===== config.mk =====
export PLATFORM = sky130hd
export DESIGN_NAME = codon_pn_ps_accumulator
export DESIGN_NICKNAME = d
export VERILOG_FILES = /design/src/sv/cpa_pkg.sv /design/src/sv/cpa_codon_sum.sv /design/src/sv/codon_pn_ps_accumulator.sv
export SDC_FILE = /design/constraint.sdc
export NUM_CORES = 1
export LEC_CHECK = 0
export BUFFER_PORTS_ARGS = -buffer_cell sky130_fd_sc_hd__buf_2
export CAP_MARGIN = 20
export CORE_ASPECT_RATIO = 0.9
export CORE_UTILIZATION = 55
export DETAILED_ROUTE_END_ITERATION = 10
export PLACE_DENSITY_LB_ADDON = 0.12
export SYNTH_ARGS = -nofsm -noshare
export SYNTH_HDL_FRONTEND = slang
export SYNTH_HIERARCHICAL = 1
export SYNTH_SLANG_ARGS = --single-unit

===== constraint.sdc =====
create_clock -name clk -period 31.4 [get_ports clk]
set_clock_uncertainty 0.15 [all_clocks]
set_input_delay 6.28 -clock clk [delete_from_list [all_inputs] [get_ports clk]]
set_output_delay 6.28 -clock clk [all_outputs]
set_load 0.01 [all_outputs]

===== src/sv/cpa_pkg.sv =====
// Shared constants, types and codon tables for the codon PN/PS accumulator.
package cpa_pkg;

	localparam int PROB_FRAC_BITS_DEF = 16;
	localparam int COUNT_BITS_DEF     = 24;
	localparam int RATE_W             = 48;
	localparam int SUM_W              = 48;
	localparam int CNT_OUT_W          = 24;
	localparam int CFG_REGS           = 4;
	localparam int CFG_IDX_W          = $clog2(CFG_REGS);
	localparam int MUT_PER_CODON      = 9;

	localparam logic [7:0] CHR_MARK = 8'h3E; // '>'
	localparam logic [7:0] CHR_NL   = 8'h0A; // '\n'

	localparam logic [1:0] BASE_A = 2'd0;
	localparam logic [1:0] BASE_C = 2'd1;
	localparam logic [1:0] BASE_G = 2'd2;
	localparam logic [1:0] BASE_T = 2'd3;

	localparam logic [7:0] AMINO_STOP = 8'h2A; // '*'

	// Standard genetic code, codon index b1*16 + b2*4 + b3; first char lands in the top byte.
	localparam logic [63:0][7:0] AMINO_OF =
		"KNKNTTTTRSRSIIMIQHQHPPPPRRRRLLLLEDEDAAAAGGGGVVVV*Y*YSSSS*CWCLFLF";

	typedef struct packed {
		logic [MUT_PER_CODON-1:0] nonsyn;
		logic [MUT_PER_CODON-1:0] syn;
	} mut_class_t;

	function automatic logic [7:0] amino_of(input logic [5:0] c);
		return AMINO_OF[6'd63 - c];
	endfunction

	// Anything other than ACGT (either case) counts as A.
	function automatic logic [1:0] base_code(input logic [7:0] b);
		logic [1:0] r;
		case (b)
			8'h43, 8'h63: r = BASE_C;
			8'h47, 8'h67: r = BASE_G;
			8'h54, 8'h74: r = BASE_T;
			default:      r = BASE_A;
		endcase
		return r;
	endfunction

	// Bit p*3+s: mutation of base at position p (0 = last base) to the s-th other base.
	function automatic mut_class_t mut_class(input logic [5:0] c);
		mut_class_t r;
		logic [1:0] from;
		logic [1:0] to;
		logic [5:0] other;
		r = '0;
		if (amino_of(c) != AMINO_STOP) begin
			for (int p = 0; p < 3; p++) begin
				from = c[2*p +: 2];
				for (int s = 0; s < 3; s++) begin
					to = (2'(s) < from) ? 2'(s) : 2'(s + 1);
					other = c;
					other[2*p +: 2] = to;
					if (amino_of(other) == amino_of(c))
						r.syn[p*3 + s] = 1'b1;
					else
						r.nonsyn[p*3 + s] = 1'b1;
				end
			end
		end
		return r;
	endfunction

endpackage


===== src/sv/cpa_codon_sum.sv =====
// Per-codon synonymous and non-synonymous probability sums over the nine point mutations.
module cpa_codon_sum import cpa_pkg::*; #(
	parameter int PROB_FRAC_BITS = PROB_FRAC_BITS_DEF
) (
	input  logic [5:0]                  codon,
	input  logic [RATE_W-1:0]           rate [CFG_REGS],
	output logic [PROB_FRAC_BITS+3:0]   ps,
	output logic [PROB_FRAC_BITS+3:0]   pn
);

	localparam int PW = (3 * PROB_FRAC_BITS > RATE_W) ? 3 * PROB_FRAC_BITS : RATE_W;
	localparam int SW = PROB_FRAC_BITS + 4;

	mut_class_t                cls;
	logic [1:0]                from;
	logic [PW-1:0]             ext;
	logic [PROB_FRAC_BITS-1:0] field;

	always_comb begin
		cls = mut_class(codon);
		ps = '0;
		pn = '0;
		from = '0;
		ext = '0;
		field = '0;
		for (int p = 0; p < 3; p++) begin
			from = codon[2*p +: 2];
			ext = PW'(rate[from]);
			for (int s = 0; s < 3; s++) begin
				field = ext[s*PROB_FRAC_BITS +: PROB_FRAC_BITS];
				if (cls.syn[p*3 + s])
					ps = ps + SW'(field);
				if (cls.nonsyn[p*3 + s])
					pn = pn + SW'(field);
			end
		end
	end

endmodule


===== src/sv/codon_pn_ps_accumulator.sv =====
// Top level: FASTA byte parser, codon probability accumulator and result register.
//
// Takes one text byte per cycle unless stalled. A line's result is registered through
// s1, s2 and s3 after its closing newline and waits in an output register until taken.
// Input stalls only while a second result is in s3 and the output is full, not taken.
// Rate registers must be written only while the block is idle; this is not enforced.
module codon_pn_ps_accumulator import cpa_pkg::*; #(
	parameter int PROB_FRAC_BITS = PROB_FRAC_BITS_DEF,
	parameter int COUNT_BITS     = COUNT_BITS_DEF
) (
	input  logic                 clk,
	input  logic                 arst_n,
	input  logic                 cfg_we,
	input  logic [CFG_IDX_W-1:0] cfg_index,
	input  logic [RATE_W-1:0]    cfg_data,
	input  logic                 in_valid,
	output logic                 in_ready,
	input  logic [7:0]           text_byte,
	output logic                 out_valid,
	input  logic                 out_ready,
	output logic [SUM_W-1:0]     nonsyn_sum,
	output logic [SUM_W-1:0]     syn_sum,
	output logic [CNT_OUT_W-1:0] codon_total,
	output logic                 incomplete
);

	localparam int SW = PROB_FRAC_BITS + 4;

	typedef enum logic [2:0] {
		MODE_SEEK = 3'b001,
		MODE_HEAD = 3'b010,
		MODE_SEQ  = 3'b100
	} mode_t;

	logic [RATE_W-1:0] rate_q [CFG_REGS];

	always_ff @(posedge clk or negedge arst_n) begin
		if (!arst_n) begin
			for (int i = 0; i < CFG_REGS; i++)
				rate_q[i] <= '0;
		end else if (cfg_we) begin
			rate_q[cfg_index] <= cfg_data;
		end
	end

	// pipeline control
	logic stall;
	logic adv;

	logic       v_s1;
	logic [7:0] byte_s1;

	logic       codon_v_s2, emit_s2, inc_s2;
	logic [5:0] codon_s2;

	logic          codon_v_s3, emit_s3, inc_s3;
	logic [SW-1:0] ps_s3, pn_s3;

	logic out_valid_q;

	assign stall    = emit_s3 & out_valid_q & ~out_ready;
	assign adv      = ~stall;
	assign in_ready = adv;

	always_ff @(posedge clk or negedge arst_n) begin
		if (!arst_n) begin
			v_s1 <= 1'b0;
		end else if (adv) begin
			v_s1 <= in_valid;
		end
	end

	always_ff @(posedge clk) begin
		if (adv && in_valid)
			byte_s1 <= text_byte;
	end

	// parser
	mode_t      mode_q, mode_d;
	logic [3:0] partial_q, partial_d;
	logic [1:0] held_q, held_d;
	logic       codon_v_d, emit_d, inc_d;
	logic [5:0] codon_d, shifted;

	always_comb begin
		mode_d    = mode_q;
		partial_d = partial_q;
		held_d    = held_q;
		codon_v_d = 1'b0;
		emit_d    = 1'b0;
		inc_d     = 1'b0;
		shifted   = {partial_q, base_code(byte_s1)};
		codon_d   = shifted;
		case (mode_q)
			MODE_HEAD: begin
				if (byte_s1 == CHR_NL) begin
					mode_d    = MODE_SEQ;
					partial_d = '0;
					held_d    = '0;
				end
			end
			MODE_SEQ: begin
				if (byte_s1 == CHR_NL) begin
					emit_d    = 1'b1;
					inc_d     = (held_q != 2'd0);
					mode_d    = MODE_SEEK;
					partial_d = '0;
					held_d    = '0;
				end else if (held_q == 2'd2) begin
					codon_v_d = 1'b1;
					partial_d = '0;
					held_d    = '0;
				end else begin
					partial_d = shifted[3:0];
					held_d    = held_q + 2'd1;
				end
			end
			default: begin
				if (byte_s1 == CHR_MARK) begin
					mode_d    = MODE_HEAD;
					partial_d = '0;
					held_d    = '0;
				end else begin
					mode_d = MODE_SEEK;
				end
			end
		endcase
	end

	always_ff @(posedge clk or negedge arst_n) begin
		if (!arst_n) begin
			mode_q     <= MODE_SEEK;
			partial_q  <= '0;
			held_q     <= '0;
			codon_v_s2 <= 1'b0;
			emit_s2    <= 1'b0;
		end else if (adv) begin
			codon_v_s2 <= v_s1 & codon_v_d;
			emit_s2    <= v_s1 & emit_d;
			if (v_s1) begin
				mode_q    <= mode_d;
				partial_q <= partial_d;
				held_q    <= held_d;
			end
		end
	end

	always_ff @(posedge clk) begin
		if (adv) begin
			codon_s2 <= codon_d;
			inc_s2   <= inc_d;
		end
	end

	// per-codon sums
	logic [SW-1:0] ps_d, pn_d;

	cpa_codon_sum #(
		.PROB_FRAC_BITS(PROB_FRAC_BITS)
	) u_sum (
		.codon (codon_s2),
		.rate  (rate_q),
		.ps    (ps_d),
		.pn    (pn_d)
	);

	always_ff @(posedge clk or negedge arst_n) begin
		if (!arst_n) begin
			codon_v_s3 <= 1'b0;
			emit_s3    <= 1'b0;
		end else if (adv) begin
			codon_v_s3 <= codon_v_s2;
			emit_s3    <= emit_s2;
		end
	end

	always_ff @(posedge clk) begin
		if (adv) begin
			ps_s3  <= ps_d;
			pn_s3  <= pn_d;
			inc_s3 <= inc_s2;
		end
	end

	// accumulators, saturating
	logic [SUM_W-1:0]      syn_acc_q, nonsyn_acc_q;
	logic [COUNT_BITS-1:0] codon_acc_q;
	logic [SUM_W:0]        syn_add, nonsyn_add;
	logic [COUNT_BITS+CNT_OUT_W-1:0] cnt_ext;

	assign syn_add    = {1'b0, syn_acc_q} + (SUM_W + 1)'(ps_s3);
	assign nonsyn_add = {1'b0, nonsyn_acc_q} + (SUM_W + 1)'(pn_s3);
	assign cnt_ext    = {{CNT_OUT_W{1'b0}}, codon_acc_q};

	always_ff @(posedge clk or negedge arst_n) begin
		if (!arst_n) begin
			syn_acc_q    <= '0;
			nonsyn_acc_q <= '0;
			codon_acc_q  <= '0;
		end else if (adv) begin
			if (emit_s3) begin
				syn_acc_q    <= '0;
				nonsyn_acc_q <= '0;
				codon_acc_q  <= '0;
			end else if (codon_v_s3) begin
				syn_acc_q    <= syn_add[SUM_W] ? {SUM_W{1'b1}} : syn_add[SUM_W-1:0];
				nonsyn_acc_q <= nonsyn_add[SUM_W] ? {SUM_W{1'b1}} : nonsyn_add[SUM_W-1:0];
				if (!(&codon_acc_q))
					codon_acc_q <= codon_acc_q + COUNT_BITS'(1);
			end
		end
	end

	// result register
	logic [SUM_W-1:0]     nonsyn_sum_q, syn_sum_q;
	logic [CNT_OUT_W-1:0] codon_total_q;
	logic                 incomplete_q;

	always_ff @(posedge clk or negedge arst_n) begin
		if (!arst_n) begin
			out_valid_q <= 1'b0;
		end else if (adv && emit_s3) begin
			out_valid_q <= 1'b1;
		end else if (out_ready) begin
			out_valid_q <= 1'b0;
		end
	end

	always_ff @(posedge clk) begin
		if (adv && emit_s3) begin
			nonsyn_sum_q  <= nonsyn_acc_q;
			syn_sum_q     <= syn_acc_q;
			codon_total_q <= cnt_ext[CNT_OUT_W-1:0];
			incomplete_q  <= inc_s3;
		end
	end

	assign out_valid   = out_valid_q;
	assign nonsyn_sum  = nonsyn_sum_q;
	assign syn_sum     = syn_sum_q;
	assign codon_total = codon_total_q;
	assign incomplete  = incomplete_q;

endmodule


Word level (Yosys, flattened, before mapping)
Memories as Yosys holds them, arrays and structs flattened.
Index checks and enable logic that the tools add are counted.
W data, S select, Z words.
{"block": "totals", "regBits": 504, "mem_bits_ro": 5120, "input_bits": 63, "out_inout_bits": 123, "elab_cells": 239, "n_memories": 10}
{"memory": "(no name shown)", "depth": 64, "width": 8, "rd": 1, "rd_clocked_by_memory_dff": 0, "write_ports": 0, "line": "cpa_pkg.sv:33", "text": "return AMINO_OF[6'd63 - c];"}
{"memory": "(no name shown)", "depth": 64, "width": 8, "rd": 1, "rd_clocked_by_memory_dff": 0, "write_ports": 0, "line": "cpa_pkg.sv:33"}
{"memory": "(no name shown)", "depth": 64, "width": 8, "rd": 1, "rd_clocked_by_memory_dff": 0, "write_ports": 0, "line": "cpa_pkg.sv:33"}
{"memory": "(no name shown)", "depth": 64, "width": 8, "rd": 1, "rd_clocked_by_memory_dff": 0, "write_ports": 0, "line": "cpa_pkg.sv:33"}
{"memory": "(no name shown)", "depth": 64, "width": 8, "rd": 1, "rd_clocked_by_memory_dff": 0, "write_ports": 0, "line": "cpa_pkg.sv:33"}
{"memory": "(no name shown)", "depth": 64, "width": 8, "rd": 1, "rd_clocked_by_memory_dff": 0, "write_ports": 0, "line": "cpa_pkg.sv:33"}
{"memory": "+4 memories"}
{"block": "op_classes", "add_sub_neg": 30, "order_cmp": 24, "eq_ne": 24, "muxes": 99, "n_bitwise": 10, "n_reduce_logical": 16}
{"operator": "$mux W48", "n": 13}
{"operator": "$mux W20", "n": 16}
{"operator": "$bmux W48 S2", "n": 3}
{"operator": "$add A20 B16 Y20", "n": 14}
{"operator": "$bwmux W192", "n": 1}
{"operator": "$add A48 B20 Y49", "n": 2}
{"operator": "$demux W48 S2", "n": 1}
{"operator": "$mux W8", "n": 10}
{"operator": "$eq A8 B8 Y1", "n": 9}
{"operator": "$mux W24", "n": 3}
{"operator": "$lt A6 B7 Y1 const B", "n": 10}
{"operator": "$sub A6 B6 Y6 const A", "n": 10}
{"operator": "$eq A8 B7 Y1 const B", "n": 6}
{"operator": "$add A16 B16 Y17", "n": 2}
{"operator": "$mux W16", "n": 2}
{"operator": "$mux W1", "n": 31}
{"operator": "$add A24 B1 Y24 const B", "n": 1}
{"operator": "$reduce_and A24 Y1", "n": 1}
{"operator": "$mux W18", "n": 1}
{"operator": "$mux W2", "n": 8}
{"operator": "$mux W4", "n": 4}
{"operator": "$ge A3 B3 Y1 const B", "n": 4}
{"operator": "$lt A1 B2 Y1 const A", "n": 6}
{"operator": "$not A2 Y3", "n": 4}
{"operator": "24 further kinds", "n": 41}

Longest topological paths before layout
Gate-level depths: netlist of the first run.
{"block": "depth", "word_depth": 25, "ltp_mapped": 72, "ltp_nobuf": 69}

By module
Netlist of the first run, hierarchy kept.
{"module": "codon_pn_ps_accumulator", "instances": 1, "cells_each": 1596, "area_per_inst_um2": 21262.9, "seq_area_each_um2": 13499.2}
{"module": "cpa_codon_sum", "instances": 1, "cells_each": 2632, "area_per_inst_um2": 20268.2, "seq_area_each_um2": 0.0}

Worst setup path before layout of the first run
OpenSTA, ideal clock, no wires.
{"block": "synth_timing", "path_type": "input-to-output", "start": "input port out_ready", "end": "output port in_ready", "t_arrival_ps": 7620, "required_ps": 24970, "path_slack_ps": 17350, "path_stages": 1, "n_path_buf": 0, "path_cell_list": "nand3b_1"}
{"block": "synth_between", "elab_chain_cells": 3}
{"item": "start: declaration", "line": "codon_pn_ps_accumulator.sv:20", "text": "input logic out_ready,"}
{"item": "$not A1 Y1", "line": "codon_pn_ps_accumulator.sv:61", "text": "assign stall = emit_s3 & out_valid_q & ~out_ready;"}
{"item": "$and A1 B1 Y1", "line": "codon_pn_ps_accumulator.sv:61"}
{"item": "$not A1 Y1 (no source line)"}
{"item": "end: declaration", "line": "codon_pn_ps_accumulator.sv:17", "text": "output logic in_ready,"}
No other way between the ends.

Final worst setup path of the first run
{"block": "layout_timing", "start": "register codon_s2[2]", "end": "register pn_s3[19], data pin"}
{"block": "layout_between", "elab_chain_cells": 23, "word_cells_on_any_way": 77, "classes_between": "add/sub (18); order compare (3); eq/ne (10); mux (35); bitwise (1); memory (10)"}
{"item": "start: declaration", "line": "codon_pn_ps_accumulator.sv:54", "text": "logic [5:0] codon_s2;"}
{"item": "start signal: assignment", "line": "codon_pn_ps_accumulator.sv:150", "text": "codon_s2 <= codon_d;"}
{"item": "$sub A6 B6 Y6", "line": "cpa_pkg.sv:33"}
{"item": "$mem_v2 Z64 W8"}
{"item": "$mux W8 (not written as such)", "line": "cpa_pkg.sv:33"}
{"item": "$eq A8 B8 Y1", "line": "cpa_pkg.sv:62", "text": "if (amino_of(other) == amino_of(c))"}
{"item": "$mux W1", "line": "cpa_pkg.sv:62"}
{"item": "$mux W18", "line": "cpa_pkg.sv:55", "text": "if (amino_of(c) != AMINO_STOP) begin"}
{"item": "$mux W16", "line": "cpa_codon_sum.sv:33", "text": "if (cls.nonsyn[p*3 + s])"}
{"item": "$add A16 B16 Y17", "line": "cpa_codon_sum.sv:34", "text": "pn = pn + SW'(field);"}
{"item": "[8 not listed]"}
{"item": "$mux W20", "line": "cpa_codon_sum.sv:33"}
{"item": "$add A20 B16 Y20", "line": "cpa_codon_sum.sv:34"}
{"item": "$mux W20", "line": "cpa_codon_sum.sv:33"}
{"item": "$add A20 B16 Y20", "line": "cpa_codon_sum.sv:34"}
{"item": "$mux W20", "line": "cpa_codon_sum.sv:33"}
{"item": "$add A20 B16 Y20", "line": "cpa_codon_sum.sv:34"}
{"item": "$mux W20 (*)", "line": "cpa_codon_sum.sv:33"}
{"item": "named net pn_d[19]", "line": "codon_pn_ps_accumulator.sv:156", "text": "logic [SW-1:0] ps_d, pn_d;"}
{"item": "end signal: assignment", "line": "codon_pn_ps_accumulator.sv:180", "text": "pn_s3 <= pn_d;"}
{"item": "end: declaration", "line": "codon_pn_ps_accumulator.sv:57", "text": "logic [SW-1:0] ps_s3, pn_s3;"}
Mark *: on every way through the listed nets, which the timed path passes. The rest lies on a longest branch. The select of a mux whose other input is x is not followed.
A chain may end at the register's enable or synchronous reset.

==> flow_summary.yaml, run 1 <==
run_status:
  status: "complete, no violations"
synthesis:
  synth_cell_types: 109
  avgSynthCellArea_um2: 9.823
  synth_seq_cells: 504
  seq_area_frac_synth_pct: 32.50
  synthTopCellsByArea: "dfrtp_1 (20%), edfxtp_1 (13%), ha_1 (9.0%), mux4_2 (7.8%), mux2_2 (7.3%)"
  synth_edf_count: 177
  synth_area_um2: 41530
  syn_nets: 4608
  synth_warnings: 6
  synthDominantCellAreaShare_pct: 19.64
  async_flop_share_pct: 64.88
  synth_cells: 4228
  synth_flop_cell: "dfrtp_1"
  yosys.area.top_type: "dfrtp_1"
grt:
  grt_pass1_vias: 32640
  overflow: 0
  grt_busiest_layer: "met1"
  met1_usage_pct: 50.24
  use_met3_pct: 6.461
  grt_pass1_wl_mm: 195.8
  met2_usage_pct: 46.81
  grt_max_degree: 121
  antenna_found_initial: 8
  grtUsageTotal_pct: 33.00
floorplanning:
  rows: 95
  die_area_um2: 76610
  initial_core_util_pct: 55.64
  io_pins: 186
  die_h_um: 262.7
  core_um2: 74650
  chipWidth_um: 291.7
timing:
  drv_slew: 0
  layout_min_cycle_time_ns: 15.71
  rsz0062_at_grt: "no"
  relSlewSlack_pct: 21.46
  hold_viol: 0
  finalSetupViolCount: 0
  fmax_ghz: 0.06365
  worst_pin_slew_ns: 1.178
  timing.final.crit_share_pct: 50.04
  fin_tns_setup_ns: 0
detailed_routing:
  routed-via-count: 35290
  wl_mm: 128.2
  vias_per_cell: 6.586
  drt_pre_antenna_iters: 8
  drc: 0
  drtAntennaViolNets: 0
  drt_iter0_drc: 3627
  avgRoutedWirePerCell_um: 23.93
clock_tree:
  cts_hold_buf: 0
  htreeDepth: 2
  root_buffer: "clkbuf_16"
  post_cts_buffers: 0
  insertion_delay_ns: 0.64
  cts_tree: "done"
  cts_buffers: 55
  clock-sinks: 504
  post_cts_resized: 0
  clkSlewWorstSetupHoldPaths_ns: 0.06
  cts_buffer_depth: 3
worst_setup_path:
  critical_path_class: "flop to flop"
  critPathLaunch: "codon_s2[2]"
  critPathArrivalTime_ns: 15.94
  max_stage_delay_ns: 0.67
  r2r-end: "pn_s3[19]"
  crit_path_max_fanout: 50
  worstSetupStartpointType: "flop"
  crit_required_ns: 31.62
  r2r_start: "codon_s2[2]"
  reg2reg_depth: 63
  slowest_stage: "nand3_1"
  cp-endpoint: "pn_s3[19]"
  reg2reg_slack_ns: 15.69
  endpoint_kind: "flop"
  cp_common_cell: "ha_1"
worst_hold_path:
  hold_class: "flop to flop"
  min-delay-start: "inc_s2"
final_layout:
  fill_cells: 6412
  layout-drive-gt1-share_pct: 18.86
  num-nets-final: 4719
  syn2layout_area_growth_pct: 8.884
run:
  maxCapViolCount: 0
place:
  place.gp.congestion: 0.9801
  portBuffers: 185
  hpwl_mm: 97.79
[through the flow]
step	hold WS (ns)	std cells	utilization (%)	cell area, µm²	worst slack, ns
3_3_place_gp	0.2583	5250	58.13	43390	16.42
6_report	0.2673	5358	60.58	45220	15.69
4_1_cts	0.2695	5354	60.56	45210	15.96
2_1_floorplan	0.2503	4228	-	41530	17.35
5_1_grt	0.2823	5355	60.57	45210	14.49
3_5_place_dp	0.2562	5251	58.14	43400	16.03
[metal layers]
metal	part of all wire [%]	vias to the layer above
li1	-	16280
met1	46	17340
met2	41	1437
met3	9.7	223
met4	3.3	10
met5	0.048	-
[worst min-delay path by stage]
stage / endpoint / depth (start not counted)
3_3_place_gp: inc_s3 / 0
5_1_grt: inc_s3 / 0
3_5_place_dp: inc_s3 / 0
6_report: inc_s3 / 0
4_1_cts: inc_s3 / 0
2_1_floorplan: inc_s3 / 0
[registers in the layout (all words and copies together) (netlist names), 2 cells and up]
register / count
byte_s1: 8
codon_acc_q: 24
codon_s2: 6
codon_total: 24
held_q: 2
mode_q: 3
nonsyn_acc_q: 48
nonsyn_sum: 48
partial_q: 4
pn_s3: 20
ps_s3: 20
rate_q: 192
syn_acc_q: 48
syn_sum: 48
[synth_stat cells (all sizes together) (45+ instances only)]
master and n:
o21a 71, o21bai 45, xor2 100, buf 53
ha 299, xnor2 161, a21oi 320, nand2b 52
clkbuf 132, dfrtp 326, nand2 306, a21o 90
a211oi 48, nand3 113, mux4 144, nor2 319
nor3 83, inv 127, edfxtp 177, a31oi 60
mux2 271, o21ai 232, and3 76
[cell type report]
cell class	instances	area, µm²	share of cell area [%]
Antenna cell	3	7.507	0.01660
Multi-Input combinational cell	3408	26860	59.39
Clock inverter	24	260.3	0.5755
Sequential cell	504	13500	29.85
Inverter	131	496.7	1.098
Clock buffer	79	1549	3.425
Timing Repair Buffer	239	1339	2.961
Tap cell	970	1214	2.684
[cell families after synthesis]
kind of cell               count (synthesis)  synth area share (%)
other                                      1              0.009029
AOI/OAI and AO/OA                       1173                 18.69
DFF                                      504                 32.50
buffers and inverters                    316                 2.974
adders and majority gates                319                 9.927
xor gates and xnor gates                 262                 5.576
muxes                                    453                 16.07
and+or+nand+nor                         1200                 14.25
[cell usage in the layout (no fill, tap or decap), drive strengths merged, types with 44 or more instances in the layout]
cell type,n
a31oi,60
clkbuf,79
nand2,306
and3,76
or3,44
nor2,319
nand3,113
mux2,271
o21bai,45
nor3,83
a211oi,48
mux4,144
o21a,71
ha,299
xor2,100
buf,239
xnor2,161
a21oi,320
edfxtp,177
a21o,90
inv,132
o21ai,232
nand2b,52
dfrtp,326
[worst max-delay path, delay by kind of cell (launching register included)]
kind,cells,cell delay [ns]
flip-flops,1,0.33
AO/OA/AOI/OAI,25,5.48
AND/OR/NAND/NOR,17,2.88
adder cells (fa/ha/maj),11,4.00
multiplexers,1,0.28
XOR/XNOR,6,1.18
buffers and inverters,3,1.13
Power of run 1 is left out: the tool's default activity adds up to more than one toggle a clock period on the data nets, which glitch-free logic cannot reach.
==> run 2: changes to the inputs <==
==> constraint.sdc (replaced) <==
create_clock -name clk -period 14.4 [get_ports clk]
set_clock_uncertainty 0.15 [all_clocks]
set_input_delay 2.88 -clock clk [delete_from_list [all_inputs] [get_ports clk]]
set_output_delay 2.88 -clock clk [all_outputs]
set_load 0.01 [all_outputs]
==> run 2 against run 1 <==
Wire length increased by 0.33%. Sequential cell count unchanged. Final area increased by 1.1%. Critical path depth increased by 1. Worst setup slack got worse by 15 ns. First-iteration DRC count increased by 4.3%. Core utilization increased by 0.65 points. Global-route usage increased by 0.36 points. Clock-buffer cell count decreased by 7. Final cell count increased by 0.60%. Worst hold slack improved by 0.00092 ns. Sequential share of layout area decreased by 0.32 points. Critical path type unchanged. Largest cell class unchanged. Highest routed layer unchanged.
==> flow_summary.yaml, run 2 (same netlist as run 1, synthesis figures left out) <==
run_status:
  status: "complete, no violations"
clock_tree:
  clkSlewWorstSetupHoldPaths_ns: 0.06
  insertion_delay_ns: 0.65
  cts_buffers: 55
  htreeDepth: 2
  cts_buffer_depth: 3
  clock-sinks: 504
  cts_tree: "done"
  root_buffer: "clkbuf_16"
worst_setup_path:
  critPathArrivalTime_ns: 13.83
  slowest_stage: "fa_1"
  crit_path_max_fanout: 14
  endpoint_kind: "flop"
  reg2reg_depth: 64
  max_stage_delay_ns: 0.48
  worstSetupStartpointType: "flop"
  critical_path_class: "flop to flop"
  crit_required_ns: 14.63
grt:
  antenna_found_initial: 11
  grt_pass1_wl_mm: 197.5
  grt_max_degree: 108
  grtUsageTotal_pct: 33.36
  overflow: 0
  grt_pass1_vias: 32780
final_layout:
  regArea_um2: 13500
  num-nets-final: 4755
  syn2layout_area_growth_pct: 10.05
  final_common_cell: "dfrtp_1"
  layout_common_cells: "dfrtp_1 (326), nor2_1 (315), a21oi_1 (313), nand2_1 (305), ha_1 (298)"
  fill_cells: 6380
  largest_register_ff_count: 192
  finalNonFillerCells: 5390
  layout-drive-gt1-share_pct: 20.07
  regMostFlops: "rate_q"
  multi_input_area_um2: 26990
timing:
  drv_slew: 0
  timing.final.crit_share_pct: 94.45
  relSlewSlack_pct: 23.93
  fin_hold_ws_ns: 0.2683
  fmax_ghz: 0.07352
  finalSetupViolCount: 0
  hold_viol: 0
  layout_min_cycle_time_ns: 13.60
  worst_pin_slew_ns: 1.132
detailed_routing:
  wl_mm: 128.7
  avgRoutedWirePerCell_um: 23.87
  drc: 0
  drtAntennaViolNets: 0
  routed-via-count: 35360
  drt_iter0_drc: 3782
  vias_per_cell: 6.560
  drt_pre_antenna_iters: 6
place:
  hpwl_mm: 97.99
  dp_cells: 5279
  place.gp.congestion: 1.013
  portBuffers: 185
floorplanning:
  die_area_um2: 76610
  rows: 95
  core_um2: 74650
  initial_core_util_pct: 55.64
  die_h_um: 262.7
  io_pins: 186
  chipWidth_um: 291.7
worst_hold_path:
  holdPathStages: 0
  hold_class: "flop to flop"
run:
  maxCapViolCount: 0
run 2: cell count changes in the layout (fill, tap and decap cells not counted), moves of 3 or more:
cell	previous run	this run
buf_4	53	86
o21ai_0	222	214
o21ai_1	7	15
clkbuf_1	18	12
a21oi_1	318	313
a21oi_2	2	6
clkinv_1	4	8
bufinv_16	3	6
clkinv_2	9	6
run 2: worst paths after layout:
path / start / to / slack [ns]
min in group asynchronous: arst_n / codon_acc_q[12] / 2.14
max in group asynchronous: arst_n / rate_q[50] / 9.53
max reg2reg: codon_s2[2] / ps_s3[14] / 0.80
max: codon_s2[2] / ps_s3[14] / 0.80
min reg2reg: inc_s2 / inc_s3 / 0.27
min: inc_s2 / inc_s3 / 0.27
run 2: cell type report:
cell class,count,area share (%)
clock buffer,72,3.261
inverter,131,1.087
timing repair buffer,275,3.614
sequential,504,29.54
clock inverter,29,0.7775
tap,970,2.655
antenna,1,0.005475
multi-input combinational,3408,59.06
run 2: critical path, delay by kind of cell (launching register included):
| kind | cells | cell delay, ns |
|---|---|---|
| compound gates | 23 | 4.15 |
| xor+xnor | 7 | 1.11 |
| fa+ha+maj | 9 | 2.83 |
| buf+inv | 3 | 0.34 |
| flops | 1 | 0.41 |
| mux | 2 | 0.55 |
| simple gates | 20 | 3.79 |
run 2: per-stage QoR:
stage	util, %	cell area, µm²	setup slack (ns)	TNS (ns)
5_1_grt	61.22	45700	-0.05774	-0.08049
6_report	61.23	45700	0.7990	0
3_5_place_dp	58.44	43620	0.5609	0
4_1_cts	60.91	45470	0.4506	0
2_1_floorplan	-	41530	1.207	0
3_3_place_gp	58.44	43620	0.6853	0
run 2: routing by layer:
layer	vias up	GRT usage [%]	wire [µm]
li1	16380	-	-
met4	20	10.17	4267
met1	17300	48.96	57770
met5	-	0	127
met3	254	8.601	12840
met2	1402	48.10	53670
run 2: repair_timing:
item                                    in CTS  in global routing
endpoints found under the setup margin       0                 13
setup buffers                                0                  7
hold buffers                                 0                  0
gates resized for setup                      0                 39
Power of run 2 is left out for the same reason.
